<file path="src/hdl/ps2_mouse_device_assert.svh">
// Assertion macros for the PS/2 mouse device
`ifndef PS2_MOUSE_DEVICE_ASSERT_SVH
`define PS2_MOUSE_DEVICE_ASSERT_SVH
// implication checked on every clock, disabled in reset
`define PS2M_ASSERT_IMP(lbl, a, c) \
	lbl: assert property (@(posedge clk) disable iff (!arst_n) (a) |-> (c)) \
	else $error("assertion failed");
// implication whose consequent is checked in the next cycle
`define PS2M_ASSERT_NXT(lbl, a, c) \
	lbl: assert property (@(posedge clk) disable iff (!arst_n) (a) |=> (c)) \
	else $error("assertion failed");
`endif

</file>
<file path="src/hdl/ps2m_pkg.sv">
// Package for the PS/2 mouse device: codes, constants and sequencer states
package ps2m_pkg;
	localparam int QUEUE_DEPTH_DEF = 256;
	localparam logic [2:0] KIND_HOST = 3'd0;
	localparam logic [2:0] KIND_MOVE = 3'd1;
	localparam logic [2:0] KIND_BTN  = 3'd2;
	localparam logic [2:0] KIND_TICK = 3'd3;
	localparam logic [2:0] KIND_TAKE = 3'd4;
	localparam logic [7:0] BYTE_ACK    = 8'hFA;
	localparam logic [7:0] BYTE_BAT    = 8'hAA;
	localparam logic [7:0] BYTE_RESEND = 8'hFE;
	localparam logic [7:0] CMD_RESET   = 8'hFF;
	localparam logic [7:0] CMD_RESEND  = 8'hFE;
	localparam logic [7:0] CMD_DEFAULT = 8'hF6;
	localparam logic [7:0] CMD_DISABLE = 8'hF5;
	localparam logic [7:0] CMD_ENABLE  = 8'hF4;
	localparam logic [7:0] CMD_RATE    = 8'hF3;
	localparam logic [7:0] CMD_ID      = 8'hF2;
	localparam logic [7:0] CMD_REMOTE  = 8'hF0;
	localparam logic [7:0] CMD_WRAP    = 8'hEE;
	localparam logic [7:0] CMD_NOWRAP  = 8'hEC;
	localparam logic [7:0] CMD_READ    = 8'hEB;
	localparam logic [7:0] CMD_STREAM  = 8'hEA;
	localparam logic [7:0] CMD_STATUS  = 8'hE9;
	localparam logic [7:0] CMD_SCALE2  = 8'hE7;
	localparam logic [7:0] CMD_SCALE1  = 8'hE6;
	localparam logic [7:0] CMD_RES     = 8'hE8;
	localparam logic [7:0] RATE_DEF    = 8'd100;
	localparam logic [63:0] NS_PER_SEC = 64'd1000000000;
	localparam int DIV_BITS = 30;
	typedef enum logic [2:0] {
		ST_IDLE, ST_EMIT, ST_DIV, ST_ADD, ST_DONE
	} state_t;
endpackage

</file>
<file path="src/hdl/ps2_mouse_device.sv">
// PS/2 mouse device: command handling, motion tracking, packet timing, reply queue
// Usage:
// Input channel (in_valid/in_stall) carries one item: kind selects a host byte,
// a pointer move, a button change, a time tick or a take of one queued byte.
// Output channel (out_valid_h/out_stall) returns exactly one result per item:
// out_byte, out_valid and bytes_pending.
// An item that queues nothing passes through the EMIT state before its
// result is offered; each queued byte is written in its own EMIT step, and a
// packet takes one more step to latch its bytes. A tick that sends a packet
// also runs a 30-step restoring divider for the sample period plus one add step.
// One item is handled at a time; in_stall is high from acceptance until the
// result has been taken, so no new item is accepted before the last is through.
// The reply queue is a memory written one byte per cycle, read with a registered
// port; bytes that do not fit are dropped.
// Reset (arst_n low) restores all mode, rate and motion state to power-on values
// and empties the queue; no clearing pass is needed.
// When out_stall is high the result holds and no new item is accepted.
module ps2_mouse_device #(
	parameter int QUEUE_DEPTH = ps2m_pkg::QUEUE_DEPTH_DEF
) (
	input  logic        clk,
	input  logic        arst_n,
	input  logic        in_valid,
	output logic        in_stall,
	input  logic [2:0]  kind,
	input  logic [7:0]  host_byte,
	input  logic [15:0] pointer_x,
	input  logic [15:0] pointer_y,
	input  logic [1:0]  button_index,
	input  logic        button_down,
	input  logic [63:0] now_ns,
	output logic        out_valid_h,
	input  logic        out_stall,
	output logic [7:0]  out_byte,
	output logic        out_valid,
	output logic        bytes_pending
);
	import ps2m_pkg::*;
	localparam int AW = $clog2(QUEUE_DEPTH);
	typedef logic [AW-1:0] qptr_t;

	state_t state_q, state_d;
	logic [7:0] mem [QUEUE_DEPTH];
	qptr_t head_q, tail_q;
	logic rep_q, remote_q, wrap_q, scale_q, motion_q, seen_q;
	logic [7:0] rate_q, pend_q, last_q;
	logic [1:0] res_q;
	logic [2:0] btn_q, rbtn_q;
	logic signed [23:0] dx_q, dy_q;
	logic [15:0] hx_q, hy_q;
	logic [63:0] npt_q, now_q;
	logic [7:0] eb_q [4];
	logic [2:0] ecnt_q, eidx_q;
	logic pkt_q, div_q;
	logic [29:0] quo_q;
	logic [29:0] rem_q;
	logic [4:0] dcnt_q;
	logic [7:0] ob_q;
	logic ov_q, rvalid_q;
	logic accept;

	function automatic qptr_t qnext(input qptr_t p);
		return (p == qptr_t'(QUEUE_DEPTH - 1)) ? '0 : p + qptr_t'(1);
	endfunction

	assign accept = in_valid && !in_stall;
	assign in_stall = (state_q != ST_IDLE);
	assign out_valid_h = (state_q == ST_DONE);
	assign bytes_pending = (head_q != tail_q);

	// packet build from current accumulators
	logic signed [23:0] cx, cy;
	logic [7:0] pst;
	always_comb begin
		pst = {5'b00001, btn_q};
		cx = dx_q;
		cy = dy_q;
		if (dx_q > 24'sd255) begin
			cx = 24'sd255; pst[6] = 1'b1;
		end else if (dx_q < -24'sd256) begin
			cx = -24'sd256; pst[6] = 1'b1;
		end
		if (dy_q > 24'sd255) begin
			cy = 24'sd255; pst[7] = 1'b1;
		end else if (dy_q < -24'sd256) begin
			cy = -24'sd256; pst[7] = 1'b1;
		end
		pst[4] = cx[23];
		pst[5] = cy[23];
	end

	function automatic logic signed [23:0] sat24(input logic signed [25:0] v);
		if (v > 26'sd8388607) return 24'sh7FFFFF;
		if (v < -26'sd8388608) return 24'sh800000;
		return v[23:0];
	endfunction

	always_comb begin
		state_d = state_q;
		case (state_q)
			ST_IDLE: if (accept) state_d = ST_EMIT;
			ST_EMIT: if (eidx_q >= ecnt_q) state_d = div_q ? ST_DIV : ST_DONE;
			ST_DIV:  if (dcnt_q == 5'd0) state_d = ST_ADD;
			ST_ADD:  state_d = ST_DONE;
			ST_DONE: if (!out_stall) state_d = ST_IDLE;
			default: state_d = ST_IDLE;
		endcase
	end

	logic [30:0] trial;
	assign trial = {rem_q, quo_q[29]} - {23'd0, rate_q};

	always_ff @(posedge clk) begin
		if (state_q == ST_EMIT && !pkt_q && eidx_q < ecnt_q && qnext(tail_q) != head_q)
			mem[tail_q] <= eb_q[eidx_q[1:0]];
		if (accept) ob_q <= mem[head_q];
	end

	always_ff @(posedge clk or negedge arst_n) begin
		if (!arst_n) begin
			state_q <= ST_IDLE;
			head_q <= '0; tail_q <= '0;
			rep_q <= 1'b0; remote_q <= 1'b0; wrap_q <= 1'b0; scale_q <= 1'b0;
			motion_q <= 1'b0; seen_q <= 1'b0;
			rate_q <= RATE_DEF; pend_q <= 8'd0; last_q <= 8'd0; res_q <= 2'd2;
			btn_q <= 3'd0; rbtn_q <= 3'd0; dx_q <= '0; dy_q <= '0;
			hx_q <= '0; hy_q <= '0; npt_q <= '0; now_q <= '0;
			ecnt_q <= '0; eidx_q <= '0; pkt_q <= 1'b0; div_q <= 1'b0;
			quo_q <= '0; rem_q <= '0; dcnt_q <= '0;
			ov_q <= 1'b0; rvalid_q <= 1'b0;
			for (int i = 0; i < 4; i++) eb_q[i] <= 8'd0;
		end else begin
			state_q <= state_d;
			case (state_q)
				ST_IDLE: if (accept) begin
					ecnt_q <= '0; eidx_q <= '0; pkt_q <= 1'b0; div_q <= 1'b0;
					ov_q <= 1'b0; rvalid_q <= 1'b0; now_q <= now_ns;
					case (kind)
						KIND_HOST: begin
							if (pend_q != 8'd0) begin
								if (pend_q == CMD_RATE)
									rate_q <= (host_byte == 8'd0) ? RATE_DEF : host_byte;
								else if (pend_q == CMD_RES) res_q <= host_byte[1:0];
								pend_q <= 8'd0;
								eb_q[0] <= BYTE_ACK; ecnt_q <= 3'd1;
							end else if (wrap_q && host_byte != CMD_NOWRAP &&
									host_byte != CMD_RESET) begin
								eb_q[0] <= host_byte; ecnt_q <= 3'd1;
							end else begin
								eb_q[0] <= BYTE_ACK; ecnt_q <= 3'd1;
								case (host_byte)
									CMD_RESET, CMD_DEFAULT: begin
										rep_q <= 1'b0; remote_q <= 1'b0; wrap_q <= 1'b0;
										scale_q <= 1'b0; rate_q <= RATE_DEF; res_q <= 2'd2;
										dx_q <= '0; dy_q <= '0; motion_q <= 1'b0;
										if (host_byte == CMD_RESET) begin
											eb_q[1] <= BYTE_BAT; eb_q[2] <= 8'h00;
											ecnt_q <= 3'd3;
										end
									end
									CMD_RESEND: eb_q[0] <= last_q;
									CMD_DISABLE: rep_q <= 1'b0;
									CMD_ENABLE: begin
										rep_q <= 1'b1; dx_q <= '0; dy_q <= '0;
										motion_q <= 1'b0;
									end
									CMD_RATE, CMD_RES: pend_q <= host_byte;
									CMD_ID: begin
										eb_q[1] <= 8'h00; ecnt_q <= 3'd2;
									end
									CMD_REMOTE: remote_q <= 1'b1;
									CMD_WRAP: wrap_q <= 1'b1;
									CMD_NOWRAP: wrap_q <= 1'b0;
									CMD_READ: begin
										pkt_q <= 1'b1; ecnt_q <= 3'd4;
									end
									CMD_STREAM: remote_q <= 1'b0;
									CMD_STATUS: begin
										eb_q[1] <= {1'b0, remote_q, rep_q, scale_q, 1'b0,
											btn_q[0], btn_q[2], btn_q[1]};
										eb_q[2] <= {6'd0, res_q};
										eb_q[3] <= rate_q;
										ecnt_q <= 3'd4;
									end
									CMD_SCALE2: scale_q <= 1'b1;
									CMD_SCALE1: scale_q <= 1'b0;
									default: eb_q[0] <= BYTE_RESEND;
								endcase
							end
						end
						KIND_MOVE: begin
							if (seen_q && rep_q) begin
								dx_q <= sat24(26'(dx_q) + 26'($signed({1'b0, pointer_x}))
									- 26'($signed({1'b0, hx_q})));
								dy_q <= sat24(26'(dy_q) - 26'($signed({1'b0, pointer_y}))
									+ 26'($signed({1'b0, hy_q})));
								if (pointer_x != hx_q || pointer_y != hy_q) motion_q <= 1'b1;
							end
							hx_q <= pointer_x; hy_q <= pointer_y; seen_q <= 1'b1;
						end
						KIND_BTN: if (button_index != 2'd3)
							btn_q[button_index] <= button_down;
						KIND_TICK: begin
							if (rep_q && !remote_q && !wrap_q &&
									(motion_q || btn_q != rbtn_q) &&
									head_q == tail_q && now_ns >= npt_q) begin
								pkt_q <= 1'b1; div_q <= 1'b1; ecnt_q <= 3'd3;
							end
						end
						KIND_TAKE: if (head_q != tail_q) begin
							ov_q <= 1'b1; head_q <= qnext(head_q);
						end
						default: ;
					endcase
				end
				ST_EMIT: begin
					if (pkt_q) begin
						// latch packet bytes, positioned after the ACK if read-data
						pkt_q <= 1'b0;
						if (ecnt_q == 3'd4) begin
							eb_q[1] <= pst; eb_q[2] <= cx[7:0]; eb_q[3] <= cy[7:0];
						end else begin
							eb_q[0] <= pst; eb_q[1] <= cx[7:0]; eb_q[2] <= cy[7:0];
						end
						dx_q <= dx_q - cx; dy_q <= dy_q - cy;
						if (dx_q == cx && dy_q == cy) motion_q <= 1'b0;
						rbtn_q <= btn_q;
						quo_q <= NS_PER_SEC[29:0]; rem_q <= '0;
						dcnt_q <= 5'(DIV_BITS - 1);
					end else if (eidx_q < ecnt_q) begin
						if (qnext(tail_q) != head_q) begin
							tail_q <= qnext(tail_q);
							last_q <= eb_q[eidx_q[1:0]];
						end
						eidx_q <= eidx_q + 3'd1;
					end
					rvalid_q <= ov_q;
				end
				ST_DIV: begin
					if (!trial[30]) rem_q <= trial[29:0];
					else rem_q <= {rem_q[28:0], quo_q[29]};
					quo_q <= {quo_q[28:0], ~trial[30]};
					dcnt_q <= dcnt_q - 5'd1;
				end
				ST_ADD: npt_q <= now_q + {34'd0, quo_q};
				default: ;
			endcase
		end
	end

	assign out_valid = rvalid_q;
	assign out_byte = rvalid_q ? ob_q : 8'd0;

	`include "ps2_mouse_device_assert.svh"
	`PS2M_ASSERT_IMP(a_stall_busy, state_q != ST_IDLE, in_stall)
	`PS2M_ASSERT_NXT(a_done_hold, out_valid_h && out_stall, out_valid_h)
	`PS2M_ASSERT_IMP(a_ob_zero, !out_valid, out_byte == 8'd0)
	`PS2M_ASSERT_NXT(a_tail_step, state_q == ST_IDLE, $stable(tail_q))
endmodule

</file>
<file path="config.mk">
export PLATFORM = sky130hd
export DESIGN_NAME = ps2_mouse_device
export DESIGN_NICKNAME = d
export VERILOG_FILES = /design/src/hdl/ps2m_pkg.sv /design/src/hdl/ps2_mouse_device.sv
export VERILOG_INCLUDE_DIRS = /design/src /design/src/hdl
export SDC_FILE = /design/constraint.sdc
export NUM_CORES = 2
export LEC_CHECK = 0
export BUFFER_PORTS_ARGS = -buffer_cell sky130_fd_sc_hd__buf_2
export CORE_ASPECT_RATIO = 0.75
export CORE_MARGIN = 3
export CORE_UTILIZATION = 35
export DETAILED_ROUTE_END_ITERATION = 8
export HOLD_SLACK_MARGIN = 0.03
export PLACE_DENSITY_LB_ADDON = 0.3
export SETUP_SLACK_MARGIN = 0.4
export SYNTH_ARGS = -nofsm -noshare
export SYNTH_HDL_FRONTEND = slang
export SYNTH_SLANG_ARGS = --single-unit
</file>
<file path="constraint.sdc">
create_clock -name clk -period 10.8 [get_ports clk]
set_input_delay 1.08 -clock clk [delete_from_list [all_inputs] [get_ports clk]]
set_output_delay 1.08 -clock clk [all_outputs]
set_load 0.005 [all_outputs]
</file>
Word level (Yosys, flattened, before mapping)
Memories as Yosys holds them, arrays and structs flattened. A register that Yosys moved wholly into a read port is not among the register bits.
Cells that the tools add are included.
Storage, ports and cells
  memory bits (writable): 2048
  output and inout port bits: 12
  memories kept: 1
  register bits after elaboration: 372
  input bits: 114
Cells by class
  reductions and logical operators: 66
  multiplexer cells: 140
  order comparisons: 14
  bitwise operators: 5
  equal/unequal tests: 67
  add/sub/neg operators: 12
Memories
  mem: depth 256, bits a word 8, read ports 1, clocked after Yosys merged registers in 1, write ports 1, RTL line ps2_mouse_device.sv:43  | logic [7:0] mem [QUEUE_DEPTH];
Operators by type and width (count)
  24-bit two-way mux: 23
  24-bit case mux with 2 select lines: 4
  8-bit equality test, second input constant: 20
  8-bit two-way mux: 18
  30-bit case mux with 2 select lines: 2
  32-bit two-way mux: 3
  30-bit two-way mux: 3
  64-bit by 30-bit adder with 64-bit output: 1
  64-bit >= comparator: 1
  32-bit case mux with 2 select lines: 1
  26-bit by 24-bit > comparator with 1-bit output, second input constant: 2
  26-bit by 24-bit less-than comparator with 1-bit output, second input constant: 2
  24-bit equality test: 2
  24-bit by 9-bit > comparator with 1-bit output, second input constant: 2
  24-bit by 9-bit less-than comparator with 1-bit output, second input constant: 2
  24-bit subtractor: 2
  1-bit two-way mux: 46
  16-bit two-way mux: 2
  16-bit != test: 2
  8-bit case mux with 2 select lines: 2
  8-bit AND reduction: 4
  31-bit by 8-bit subtractor with 31-bit output: 1
  3-bit two-way mux: 10
  6-bit AND reduction: 5
  55 further kinds: 144

Depth between registers and ports, before layout
  word-level depth: 19
  depth in mapped cells: 20
  depth with buffers taken out: 20

Least setup slack after synthesis
No wires, ideal clock.
  path kind: register to register
  start: reg dx_q[16]
  end: reg dx_q[22]
  cell stages (with the launch flop): 20
  arrival time: 4.437 ns
  path buffers: 1
  required time: 10.674 ns
  setup time: 0.126 ns
  setup slack: 6.237 ns
  period minus slack after synthesis: 4.563 ns
  cells stage by stage: dfrtp_1 -> ha_1 -> nand4_1 -> or3_1 -> ha_1 -> buf_1 -> inv_1 -> a21boi_0 -> inv_1 -> ha_1 -> fa_1 -> nand2b_1 -> a21oi_1 -> a211oi_1 -> o21ai_0 -> a21oi_1 -> o21ai_0 -> nand2_1 -> a211o_1 -> o32a_1
On the way
  cells in the longest elaborated chain, start to end: 15
  elaborated cells between the ends (all ways): 28
  those cells by class: 3 x add/sub; 4 x order compare; 21 x mux
Ends and longest elaborated chain
  from (decl): RTL line ps2_mouse_device.sv:49  | logic signed [23:0] dx_q, dy_q;
  from (signal assigned): RTL line ps2_mouse_device.sv:193  | dx_q <= sat24(26'(dx_q) + 26'($signed({1'b0, pointer_x}))
  from (signal assigned): RTL line ps2_mouse_device.sv:225  | dx_q <= dx_q - cx; dy_q <= dy_q - cy;
  24-bit by 17-bit adder with 25-bit output: RTL line ps2_mouse_device.sv:193
  25-bit by 17-bit subtractor with 26-bit output: RTL line ps2_mouse_device.sv:194  | - 26'($signed({1'b0, hx_q})));
  26-bit by 24-bit less-than comparator with 1-bit output: RTL line ps2_mouse_device.sv:94  | if (v < -26'sd8388608) return 24'sh800000;
  1-bit two-way mux (2 in series): RTL line ps2_mouse_device.sv:94
  1-bit two-way mux: RTL line ps2_mouse_device.sv:192  | if (seen_q && rep_q) begin
  1-bit two-way mux: RTL line ps2_mouse_device.sv:138  | case (kind)
  1-bit two-way mux: RTL line ps2_mouse_device.sv:135  | ST_IDLE: if (accept) begin
  1-bit two-way mux: RTL line ps2_mouse_device.sv:134  | case (state_q)
  24-bit two-way mux: RTL line ps2_mouse_device.sv:95  | return v[23:0];
  24-bit two-way mux: RTL line ps2_mouse_device.sv:94
  24-bit two-way mux: RTL line ps2_mouse_device.sv:192
  24-bit case mux with 2 select lines: RTL line ps2_mouse_device.sv:138
  24-bit two-way mux: RTL line ps2_mouse_device.sv:135
  24-bit case mux with 2 select lines *: RTL line ps2_mouse_device.sv:134
Every way passes the cells marked *; elsewhere a longest branch is shown, timed or not. The select of a mux whose other input is x is not followed.
A chain may end at the register's enable or synchronous reset.

Worst setup path in the final report
  start: reg dx_q[19]
  end: reg dx_q[22]
Same word-level chain as after synthesis.

==> impl_metrics.json <==
{
  "viasPerCell": 5.43,
  "final_cell_area_um2": 120000,
  "intPower_w": 0.0218,
  "vias": 59435,
  "grt_usage_pct": 17.5,
  "numClockSinks": 2428,
  "route.detailed.drc": 0,
  "peakVddDrop_v": 0.000320,
  "cp_slowest_cell": "ha_1",
  "cp.arrival_ns": 6.69,
  "finalWorstSetupSlack_ns": 4.87,
  "ant_nets": 0,
  "netlist_area_um2": 107000,
  "drt_wl_total_um": 278000,
  "switching_share_pct": 35.7,
  "area_delta_synth_final_pct": 12.0,
  "grt_overflow": 0,
  "num_io_pins": 126,
  "path_clk_slew_ns": 0.06,
  "leakage_nw": 40.6,
  "worstSetupPathType": "register to register",
  "multi_input_area_um2": 33700,
  "finalCriticalPeriod_ns": 5.93,
  "worst_setup_path_start_kind": "register",
  "ys.flop_type": "edfxtp_1",
  "dpl_cell_area_um2": 112000,
  "yosys_warnings": 0,
  "required_ns": 11.56,
  "grt_pass1_vias": 59193,
  "gp_congestion": 0.870,
  "maxCapViolCount": 0,
  "cts_hold_buf": 0,
  "hold_class": "input port to async pin",
  "max-slew-margin-rel_pct": 15.4,
  "drt_iter0_drc": 6497,
  "drtPass1Iterations": 6,
  "final_nets": 7089,
  "layout_common_cells": "edfxtp_1, mux4_2, nand2_1, nor2_1, dfrtp_1",
  "start_util_pct": 35.3,
  "ys_seq_elements": 2428,
  "syn_avg_cell_area_um2": 16.3,
  "worstPathMaxFanout": 18,
  "report.final.hold_viol_count": 0,
  "worst_pin_slew_ns": 1.26,
  "fin_crit_sh_pct": 54.9,
  "worst_path_largest_cell_delay_ns": 0.67,
  "antenna_found_initial": 29,
  "clock-root-buffer": "clkbuf_16",
  "crit_family": "compound AO/OA/AOI/OAI gates",
  "synth.distinct_cells": 81,
  "dieHeight_um": 485,
  "drv_slew": 0,
  "dieArea_um2": 313000,
  "synth-edff-count": 2056,
  "final_common_cell": "edfxtp_1",
  "power_density_nw_per_um2": 282,
  "setup_viol": 0,
  "status": "finished, final reports clean",
  "postCtsSetupRepairBufs": 0,
  "regArea_um2": 71100,
  "timing.hold.ws_ns": 0.218,
  "path_common_cell": "ha_1",
  "dp_hpwl_um": 173000,
  "clk-insertion-delay-late_ns": 0.90,
  "p_clk_share_pct": 24.3,
  "synth_nets": 6988,
  "cts_resized": 0,
  "crit_buf_inv": 2,
  "rsz0062_at_grt": "false",
  "numCtsBuffers": 239,
  "grt_pass1_wl_um": 409000,
  "reg2reg_slack_ns": 4.87,
  "die_x_um": 645,
  "max_freq_mhz": 169,
  "synth_cells": 6584,
  "core-area_um2": 304000,
  "grt_max_degree": 210,
  "end_kind": "register",
  "num_rows": 175,
  "nFillCells": 27549,
  "crit_path_cell_trace": "ha_1 -> nand4_1 -> or3_1 -> ha_1 -> inv_1 -> a21boi_0 -> inv_1 -> ha_1 -> fa_1 -> nand2b_1 -> a21oi_1 -> a211oi_1 -> o21ai_0 -> a21oi_1 -> o21ai_0 -> nand2_1 -> a211o_1 -> o32a_1",
  "cts.path.max_buffers": 4,
  "p_sw_w": 0.0121,
  "finalSetupTns_ns": 0,
  "pwr-share-seq_pct": 38.0,
  "ys_async_sr_fraction_pct": 15.3,
  "drive_gt1_share_pct": 19.9,
  "comb_power_share_pct": 37.7,
  "port_buffers": 125,
  "cts_tree": "built",
  "post-place-ws_ns": 5.05,
  "wl_per_cell_um": 25.4,
  "ys_seq_area_share_pct": 66.4,
  "htreeDepth": 4,
  "fin_skew_ns": 0.0857
}
==> per-stage QoR <==
step | total power (W) | std cells | util, %
after floorplan | 0.0216 | 6584 | -
after global placement | 0.0255 | 10515 | 37.0
after detailed placement | 0.0258 | 10515 | 37.0
after CTS | 0.0340 | 10939 | 39.5
after global routing | 0.0356 | 10943 | 39.5
final | 0.0338 | 10947 | 39.5
==> synth_stat cells, types with 93 or more instances <==
cell type / count / area, um2
dfrtp_1: 368 / 9210
nand2_1: 524 / 1970
nand3_1: 103 / 515
clkbuf_1: 268 / 1010
ha_1: 254 / 3180
edfxtp_1: 2056 / 61700
o21ai_0: 256 / 1280
a21oi_1: 201 / 1010
nor2_1: 425 / 1600
xnor2_1: 93 / 815
mux4_2: 687 / 15500
xor2_1: 99 / 867
inv_1: 289 / 1080
==> layout make-up <==
cell class              instances  area share [%]
clock buffers                 310            5.44
flip-flops and latches       2428            59.2
inverters                     291           0.918
multi-input cells            3519            28.1
repair buffers                206            1.13
well taps                    4071            4.25
clock inverters               114           0.905
diodes                          8          0.0167
==> logic make-up after synthesis <==
family	synth area share, %
multiplexers	15.0
AND/OR/NAND/NOR	6.16
adder cells (fa/ha/maj)	3.64
XOR/XNOR	1.57
buffers and inverters	2.24
flip-flops	66.4
AO/OA/AOI/OAI	4.98
==> power by group through the flow <==
stage	combinational (W)	clock (W)	sequential, W
global route	0.0139	0.00879	0.0129
global placement	0.0125	0	0.0130
CTS	0.0128	0.00841	0.0128
finish	0.0128	0.00824	0.0128
floorplan	0.00872	0	0.0129
detailed placement	0.0127	0	0.0130
==> per-layer routing <==
layer / part of all wire, % / global-route usage [%] / vias up
li1: - / - / 25827
met1: 44 / 25.4 / 30965
met2: 44 / 25.5 / 2214
met3: 9.4 / 5.16 / 411
met4: 2.7 / 4.69 / 18
met5: 0.044 / 0 / -
==> registers in the layout, summed over array words and instances (netlist names), 16 cells and up <==
name   count
dx_q      24
rem_q     30
npt_q     64
eb_q      32
hy_q      16
hx_q      16
dy_q      24
quo_q     30
now_q     64
mem     2048
==> worst paths after layout <==
kind	to	start	depth (start not counted)
worst max register to register	dx_q[22]$_DFFE_PN0P_	dx_q[19]$_DFFE_PN0P_	18
max in group asynchronous	head_q[0]$_DFFE_PN0P_	arst_n	2
worst min-delay path	btn_q[2]$_DFFE_PN0P_	arst_n	1
min in group clk	now_q[54]$_DFFE_PN0P_	now_ns[54]	3
worst min register to register	quo_q[16]$_DFFE_PN0P_	quo_q[15]$_DFFE_PN0P_	2
worst max-delay path	dx_q[22]$_DFFE_PN0P_	dx_q[19]$_DFFE_PN0P_	18
Power figures use the tool's default switching activity.
